File: src/sv/wds_pkg.sv
// ----------------------------------------------------------------------------
// Weighted digraph store - shared definitions
// Operation and status codes, plus the command and status words that pass
// between the controller and the datapath.
// ----------------------------------------------------------------------------
package wds_pkg;

   // operation codes carried in the func field
   localparam logic [3:0] FN_CLEAR     = 4'd0;
   localparam logic [3:0] FN_ADD_VERT  = 4'd1;
   localparam logic [3:0] FN_ADD_ARC   = 4'd2;
   localparam logic [3:0] FN_RM_ARC    = 4'd3;
   localparam logic [3:0] FN_TEST_ARC  = 4'd4;
   localparam logic [3:0] FN_OUT_DEG   = 4'd5;
   localparam logic [3:0] FN_IN_DEG    = 4'd6;
   localparam logic [3:0] FN_RM_VERT   = 4'd7;
   localparam logic [3:0] FN_LIST      = 4'd8;
   localparam logic [3:0] FN_TRANSPOSE = 4'd9;

   // result status codes
   localparam logic [2:0] ST_OK      = 3'd0;
   localparam logic [2:0] ST_INVALID = 3'd1;
   localparam logic [2:0] ST_DUP     = 3'd2;
   localparam logic [2:0] ST_MISSING = 3'd3;
   localparam logic [2:0] ST_FULL    = 3'd4;

   // weight memory read address sources
   localparam logic [1:0] RD_AI  = 2'd0;
   localparam logic [1:0] RD_IJ  = 2'd1;
   localparam logic [1:0] RD_JI  = 2'd2;
   localparam logic [1:0] RD_SRC = 2'd3;

   // weight memory write address and data sources
   localparam logic [1:0] WR_IJ  = 2'd0;
   localparam logic [1:0] WR_JI  = 2'd1;
   localparam logic [1:0] WR_DST = 2'd2;

   typedef struct packed {
      logic       load_req;
      logic       commit;
      logic       acc_clr;
      logic       acc_add;
      logic       idx_clr;
      logic       idx_inc;
      logic       pair_init;
      logic       pair_step;
      logic       rd_en;
      logic [1:0] rd_sel;
      logic       wr_en;
      logic [1:0] wr_sel;
      logic       hold_en;
      logic       list_emit;
   } cmd_type;

   typedef struct packed {
      logic [3:0] func;
      logic       a_ok;
      logic       two_plus;
      logic       out_free;
      logic       scan_end;
      logic       bit_now;
      logic       deg_zero;
      logic       list_last;
      logic       pair_end;
   } status_type;

endpackage

File: src/sv/wds_ctrl.sv
// ----------------------------------------------------------------------------
// Weighted digraph store - controller
// Sequences each operation: dispatch, row scans, listing, weight swaps for
// transpose and weight compaction for vertex removal.
// ----------------------------------------------------------------------------
module wds_ctrl (
   input  logic                clock,
   input  logic                reset,
   input  logic                req_valid,
   output logic                req_ready,
   input  wds_pkg::status_type sts,
   output wds_pkg::cmd_type    cmd
);
   import wds_pkg::*;

   localparam logic [3:0] S_IDLE  = 4'd0;
   localparam logic [3:0] S_DISP  = 4'd1;
   localparam logic [3:0] S_CNT   = 4'd2;
   localparam logic [3:0] S_LSCAN = 4'd3;
   localparam logic [3:0] S_LEMIT = 4'd4;
   localparam logic [3:0] S_TRA   = 4'd5;
   localparam logic [3:0] S_TRB   = 4'd6;
   localparam logic [3:0] S_TWA   = 4'd7;
   localparam logic [3:0] S_TWB   = 4'd8;
   localparam logic [3:0] S_CRD   = 4'd9;
   localparam logic [3:0] S_CWR   = 4'd10;
   localparam logic [3:0] S_FIN   = 4'd11;

   logic [3:0] state_ff, state_in;

   always_comb begin
      state_in  = state_ff;
      cmd       = '0;
      req_ready = 1'b0;
      unique case (state_ff)
         S_IDLE: begin
            req_ready = 1'b1;
            if (req_valid) begin
               cmd.load_req = 1'b1;
               state_in     = S_DISP;
            end
         end
         S_DISP: begin
            case (sts.func) inside
               FN_OUT_DEG, FN_IN_DEG, FN_LIST: begin
                  if (sts.a_ok) begin
                     cmd.acc_clr = 1'b1;
                     state_in    = S_CNT;
                  end else begin
                     state_in = S_FIN;
                  end
               end
               FN_RM_VERT: begin
                  if (sts.a_ok && sts.two_plus) begin
                     cmd.pair_init = 1'b1;
                     state_in      = S_CRD;
                  end else begin
                     state_in = S_FIN;
                  end
               end
               FN_TRANSPOSE: begin
                  if (sts.two_plus) begin
                     cmd.pair_init = 1'b1;
                     state_in      = S_TRA;
                  end else begin
                     state_in = S_FIN;
                  end
               end
               default: state_in = S_FIN;
            endcase
         end
         S_CNT: begin
            cmd.acc_add = 1'b1;
            cmd.idx_inc = 1'b1;
            if (sts.scan_end) begin
               if (sts.func == FN_LIST) begin
                  cmd.idx_clr = 1'b1;
                  state_in    = S_LSCAN;
               end else begin
                  state_in = S_FIN;
               end
            end
         end
         S_LSCAN: begin
            if (sts.deg_zero) begin
               state_in = S_FIN;
            end else if (sts.bit_now) begin
               cmd.rd_en  = 1'b1;
               cmd.rd_sel = RD_AI;
               state_in   = S_LEMIT;
            end else begin
               cmd.idx_inc = 1'b1;
            end
         end
         S_LEMIT: begin
            if (sts.out_free) begin
               cmd.list_emit = 1'b1;
               cmd.idx_inc   = 1'b1;
               state_in      = sts.list_last ? S_IDLE : S_LSCAN;
            end
         end
         S_TRA: begin
            cmd.rd_en  = 1'b1;
            cmd.rd_sel = RD_IJ;
            state_in   = S_TRB;
         end
         S_TRB: begin
            cmd.rd_en   = 1'b1;
            cmd.rd_sel  = RD_JI;
            cmd.hold_en = 1'b1;
            state_in    = S_TWA;
         end
         S_TWA: begin
            cmd.wr_en  = 1'b1;
            cmd.wr_sel = WR_IJ;
            state_in   = S_TWB;
         end
         S_TWB: begin
            cmd.wr_en  = 1'b1;
            cmd.wr_sel = WR_JI;
            if (sts.pair_end) begin
               state_in = S_FIN;
            end else begin
               cmd.pair_step = 1'b1;
               state_in      = S_TRA;
            end
         end
         S_CRD: begin
            cmd.rd_en  = 1'b1;
            cmd.rd_sel = RD_SRC;
            state_in   = S_CWR;
         end
         S_CWR: begin
            cmd.wr_en  = 1'b1;
            cmd.wr_sel = WR_DST;
            if (sts.pair_end) begin
               state_in = S_FIN;
            end else begin
               cmd.pair_step = 1'b1;
               state_in      = S_CRD;
            end
         end
         S_FIN: begin
            if (sts.out_free) begin
               cmd.commit = 1'b1;
               state_in   = S_IDLE;
            end
         end
         default: state_in = S_IDLE;
      endcase
   end

   always_ff @(posedge clock) begin
      if (reset) begin
         state_ff <= S_IDLE;
      end else begin
         state_ff <= state_in;
      end
   end

endmodule

File: config.mk
export PLATFORM = sky130hd
export DESIGN_NAME = wds_ctrl
export DESIGN_NICKNAME = d
export VERILOG_FILES = /design/src/sv/wds_pkg.sv /design/src/sv/wds_ctrl.sv
export SDC_FILE = /design/constraint.sdc
export NUM_CORES = 1
export LEC_CHECK = 0
export ABC_CLOCK_PERIOD_IN_PS = 2100
export BUFFER_PORTS_ARGS = -buffer_cell sky130_fd_sc_hd__buf_4
export CORE_MARGIN = 4
export CORE_UTILIZATION = 40
export DETAILED_ROUTE_END_ITERATION = 16
export PLACE_DENSITY = 0.68
export SYNTH_ARGS = -nofsm -noshare
export SYNTH_HDL_FRONTEND = slang
export SYNTH_SLANG_ARGS = --single-unit
File: constraint.sdc
create_clock -name clock -period 2.1 [get_ports clock]
set_input_delay 0.42 -clock clock [delete_from_list [all_inputs] [get_ports clock]]
set_output_delay 0.42 -clock clock [all_outputs]
set_load 0.005 [all_outputs]
==> results.md, run 1 <==
* Crit path time final at 1.999 ns
* Syn Area/Cell at 7.749 µm²
* Max-Cap Viols at 0
* Hold Crit Depth at 2
* Vias/cell at 5.710
* Final TNS setup at 0 ns
* Hold-fix buffers, CTS at 0
* Synthesis Warnings at 0
* Core Util, Final at 62.76%
* Die width at 49.29 µm
* Post-DP Area at 948.4 µm²
* Flop-to-flop setup slack at 0.25 ns
* Area of the die at 2430 µm²
* R2r startpoint: state_ff[1]$_SDFFE_PP0P_
* First DRT Iteration DRCs at 13
* Row cnt at 14
* Slew headroom at 73.53%
* EDFF count, synth at 0
* VDD IR max at 0.7480 mV
* Final hold violations at 0
* Largest net degree at the start of global routing at 14
* # Post-CTS Setup Buffers at 0
* Largest Register: state_ff
* Fin cells at 138
* Distinct cell type count after synthesis at 45
* Post-synth top area cell: dfxtp_1
* Vias at 788
* Synth async-reset ratio at 0%
* Measured slew at the worst slew-check pin at 0.3916 ns
* Worst Setup End Kind: output port
* Worst-Skew Late Latency at 0.23 ns
* CTS buffer count at 3
* Slew Limit Fails at 0
* Yosys top cell area share at 11.74%
* Die Y at 49.29 µm
* Drc violations at 0
* Synth-to-layout area growth at 43.49%
* Most frequent cells in the layout: buf_4 (38), nor2_1 (7), a21oi_1 (6)
* Initial Util at 43.74%
* Dpl ws at 0.2332 ns
* Routed wire length at 1931 µm
* Largest cells by area after synthesis: dfxtp_1 (12%), a21oi_1 (4.4%), a2111oi_4 (4.0%)
* Clock sinks at 4
* Primary FF master, synth: dfxtp_1
* HP Start: reset
* Worst Path Class, Setup: flop to output port
* Mapped Nets at 103
* CTS tree: yes
* ANT nets after route at 0
* All-Layer GR Usage at 15.94%
* GP Congestion at 0.8097
* First drt pass iteration count at 4
* WL/cell at 13.99 µm
* Total leakage power at 0.4349 nW
* Highest Clock Rate at 500.2 MHz
* RSZ-0062 raised after global routing: no
* Global route overflow at 0
* Placed insts at 135
* CP startpoint kind: flop
* PwrDens at 1128 nW/µm²
* Share of cells above drive strength 1 at 41.80%
* Syn Std Cell Area at 681.9 µm²
* Nets at 139
* Worst Reg-to-Reg Cells at 6
* Reg-to-reg endpoint: state_ff[1]$_SDFFE_PP0P_
* Top Ports at 32
* Htree depth at 1
* Top Registers: state_ff x4
* Status: finished clean
* PortBufs at 31
* Setup violators final at 0
* CTS root buf: clkbuf_4
* Ant diodes at 0
* Crit share post-route at 95.19%
* Fin area at 978.4 µm²
* Core outline area at 1559 µm²
* Hold endpoint: state_ff[3]$_SDFFE_PP0P_
* Critical Path RT at 1.68 ns
* Final worst setup slack at 0.1009 ns
* Via count of the first global-routing pass at 729
* First-pass GRT wire length at 3180 µm
* Clock Skews at 0.0002186 ns
* Commonest non-fill, non-tap cell in the layout: buf_4
* Worst Path Arrival at 1.58 ns
* Post-CTS Resized at 0
* Seq/Total Area, Yosys at 11.74%
* Reg clk slew, reported paths at 0.03 ns
* Syn Inst Count at 88
* CTS Buffer Depth at 2
* Antenna violations before repair at 0
* FF+latch count, synth at 4
* DP Wirelength at 1550 µm
* CP max FO at 12
* Number of flip-flops in the largest register at 4
* Hold/Removal Path Class: input pin to flop
area by class of cell:
cell class,instances,area [µm²]
multi-input combinational,75,561.8
timing repair buffer,38,285.3
tap,16,20.02
fill,152,580.6
inverter,2,7.507
sequential,4,81.33
clock buffer,3,22.52
synth_stat cells, types with 3 or more instances:
| master | number |
|---|---|
| a21oi_1 | 6 |
| and2_1 | 3 |
| and2b_1 | 3 |
| buf_2 | 3 |
| dfxtp_1 | 4 |
| nand2_1 | 3 |
| nor2_1 | 7 |
| nor2b_1 | 4 |
| nor3_1 | 5 |
| o21bai_1 | 3 |
| o22ai_1 | 3 |
report_power, final:
part / switching [mW] / internal [mW]
registers: 0.0798 / 0.110
logic: 0.380 / 0.444
clock network: 0.0271 / 0.0636
total: 0.487 / 0.618
worst max path at each step:
stage | startpoint | to | cells past startpoint
CTS | state_ff[3]$_SDFFE_PP0P_ | cmd[8] | 4
floorplan | state_ff[1]$_SDFFE_PP0P_ | cmd[13] | 3
global route | state_ff[2]$_SDFFE_PP0P_ | cmd[10] | 4
finish | state_ff[1]$_SDFFE_PP0P_ | cmd[11] | 4
detailed placement | sts[9] | cmd[13] | 5
global placement | sts[9] | cmd[13] | 5
routing by layer:
layer	track usage [%]	part of all wire (%)
met5	0	0
met4	6.635	0
met3	1.223	3.8
met2	26.56	49
met1	20.84	47
worst max-delay path, stage by stage, from the launching register on:
cell     delay [ns]
dfxtp_1        0.55
or2b_1         0.34
nor2_1         0.19
and3_1         0.17
buf_4          0.10
cells by family after synthesis:
kind of cell / Yosys count / share of synthesized area, %
AOI/OAI and AO/OA: 28 / 35.42
buffers and inverters: 9 / 6.787
DFF: 4 / 11.74
muxes: 2 / 2.936
and+or+nand+nor: 45 / 43.12
stage by stage:
step / hold slack [ns] / power [mW]
3_3_place_gp: 0.5747 / 0.9975
3_5_place_dp: 0.5963 / 1.008
4_1_cts: 0.3652 / 1.105
5_1_grt: 0.3785 / 1.201
6_report: 0.3663 / 1.104
2_1_floorplan: 0.4891 / 0.7289
(Power assumes the default switching activity.)
==> run 2: changes to the inputs <==
--- a/config.mk
+++ b/config.mk
@@ -9,8 +9,10 @@
 export BUFFER_PORTS_ARGS = -buffer_cell sky130_fd_sc_hd__buf_4
 export CORE_MARGIN = 4
 export CORE_UTILIZATION = 40
+export CTS_CLUSTER_SIZE = 10
 export DETAILED_ROUTE_END_ITERATION = 16
-export PLACE_DENSITY = 0.68
+export PLACE_DENSITY = 0.79
+export RECOVER_POWER = 50
 export SYNTH_ARGS = -nofsm -noshare
 export SYNTH_HDL_FRONTEND = slang
 export SYNTH_SLANG_ARGS = --single-unit
==> run 2 against run 1 <==
Effect of this change: sequential share of layout area increased by 0.71 points; final area decreased by 2.2%; cell count decreased by 1.4%; core utilization decreased by 1.4 points; setup slack improved by 0.051 ns; via count increased by 2.5%; flip-flop and latch count unchanged; total power decreased by 3.3%; clock skew increased by 0.00058 ns; largest power group unchanged.
==> results.md, run 2 (same netlist as run 1, synthesis figures left out) <==
* Top Ports at 32 (unchanged)
* Die width at 49.29 µm (unchanged)
* Number of flip-flops in the largest register at 4 (unchanged)
* PwrDens at 1116 nW/µm² (-1.1%)
* Routed wire length at 1854 µm (-4.0%)
* GP Congestion at 0.8923 (+10%)
* First DRT Iteration DRCs at 22 (+9)
* Synth-to-layout area growth at 40.37%
* CTS root buf: clkbuf_4
* Vias/cell at 5.941 (+4.0%)
* Worst Path Arrival at 1.53 ns (-0.05 ns)
* Top Registers: state_ff x4
* Share of cells above drive strength 1 at 42.50% (+0.70 points)
* Fin area at 957.2 µm² (-2.2%)
* Final TNS setup at 0 ns (unchanged)
* Crit share post-route at 92.79% (-2.4 points)
* First drt pass iteration count at 4 (unchanged)
* Most frequent cells in the layout: buf_4 (35), nor2_1 (7), a21oi_1 (6)
* Largest net degree at the start of global routing at 17 (+3)
* Drc violations at 0 (unchanged)
* Worst Path Class, Setup: flop to output port
* Reg clk slew, reported paths at 0.03 ns (about the same)
* Status: finished clean
* Crit path time final at 1.949 ns (-0.05052 ns)
* Slew headroom at 67.29% (-6.2 points)
* Final hold violations at 0 (unchanged)
* Hold/Removal Path Class: input pin to flop
* Row cnt at 14 (unchanged)
* # Post-CTS Setup Buffers at 0 (unchanged)
* Clock sinks at 4 (unchanged)
* CTS buffer count at 3 (unchanged)
* Commonest non-fill, non-tap cell in the layout: buf_4
* Multi-input logic area at 550.5 µm² (-2.0%)
* Core Util, Final at 61.40% (-1.4 points)
* Worst-Skew Late Latency at 0.23 ns (about the same)
* Largest Register: state_ff
* Max-Cap Viols at 0 (unchanged)
* Highest Clock Rate at 513.2 MHz (+2.6%)
* Slew Limit Fails at 0 (unchanged)
* Die Y at 49.29 µm (unchanged)
* Htree depth at 1 (unchanged)
* DP Wirelength at 1500 µm (-3.2%)
* Antenna violations before repair at 0 (unchanged)
* RSZ-0062 raised after global routing: no
* Worst Setup End Kind: output port
* Ant diodes at 0 (unchanged)
* CP startpoint kind: flop
* Setup violators final at 0 (unchanged)
* Post-DP Area at 933.4 µm² (-1.6%)
* First-pass GRT wire length at 3312 µm (+4.2%)
* VDD IR max at 0.7476 mV (about the same)
* Area of the die at 2430 µm² (unchanged)
* Clock Skews at 0.0008010 ns (+0.0005825 ns)
* CTS tree: yes
* Critical Path RT at 1.68 ns (about the same)
* Register area at 86.33 µm² (+6.2%)
* Placed insts at 133 (-1.5%)
* ANT nets after route at 0 (unchanged)
* Measured slew at the worst slew-check pin at 0.4907 ns (+0.09914 ns)
* CTS Buffer Depth at 2 (unchanged)
* Initial Util at 43.74% (unchanged)
* FILL cells at 143 (-5.9%)
* Via count of the first global-routing pass at 737 (+1.1%)
* Core outline area at 1559 µm² (unchanged)
* PortBufs at 31 (unchanged)
* Hold-fix buffers, CTS at 0 (unchanged)
* WL/cell at 13.63 µm (-2.6%)
* Nets at 137 (-1.4%)
* Fin cells at 136 (-1.4%)
* Total leakage power at 0.4236 nW (-2.6%)
* Global route overflow at 0 (unchanged)
* Vias at 808 (+2.5%)
* CP max FO at 13 (+1)
* All-Layer GR Usage at 16.88% (+0.94 points)
run 2: cell types whose count changed in the layout (fill, tap and decap cells not counted):
cell	before	now
dfxtp_4	0	1
buf_4	38	35
and2_1	3	2
dfxtp_1	3	1
and2_0	0	1
dfxtp_2	1	2
a221oi_4	1	0
clkbuf_4	3	4
a221oi_2	0	1
run 2: worst paths after layout:
kind	start	end	slack [ns]	cells after the start
worst max register to register	state_ff[2]$_SDFFE_PP0P_	state_ff[2]$_SDFFE_PP0P_	0.23	5
worst min register to register	state_ff[3]$_SDFFE_PP0P_	state_ff[3]$_SDFFE_PP0P_	0.61	2
worst max-delay path	state_ff[0]$_SDFFE_PP0P_	cmd[13]	0.15	3
worst min-delay path	reset	state_ff[3]$_SDFFE_PP0P_	0.36	2
run 2: stage by stage:
stage | setup WS (ns) | hold WS (ns) | power, mW
after floorplan | 0.4807 | 0.4891 | 0.7289
after global placement | 0.2779 | 0.6039 | 0.9681
after detailed placement | 0.2389 | 0.6081 | 0.9761
after CTS | 0.01924 | 0.3608 | 1.078
after global routing | 0.007410 | 0.3337 | 1.188
final | 0.1515 | 0.3643 | 1.068
run 2: cell type report:
class                      instances  area share [%]
sequential                         4           9.020
inverter                           2          0.7843
clock buffer                       3           2.353
multi-input combinational         75           57.52
timing repair buffer              36           28.24
tap                               16           2.092
run 2: power breakdown:
| group | internal [mW] | leakage, nW | switching [mW] | total (mW) |
|---|---|---|---|---|
| sequential | 0.118 | 0.0342 | 0.108 | 0.226 |
| combinational | 0.413 | 0.376 | 0.338 | 0.751 |
| clock | 0.0636 | 0.0138 | 0.0271 | 0.0907 |
| total | 0.594 | 0.424 | 0.474 | 1.07 |
run 2: timing repair:
action / in CTS / in global routing
setup endpoints to repair: 1 / 9
gates resized for setup: 1 / 4
endpoints found under the hold margin: 0 / 0
run 2: metal layers:
layer  vias to the layer above  track usage [%]  share of wire [%]
li1                        408                -                  -
met1                       380            21.17                 42
met2                        20            26.34                 54
met3                         0            3.976                3.6
met4                         0            9.005                  0
met5                         -                0                  0
run 2: critical path, stage by stage (launching register included):
cell,delay [ns]
dfxtp_2,0.45
or4b_4,0.54
and2b_1,0.21
buf_4,0.10
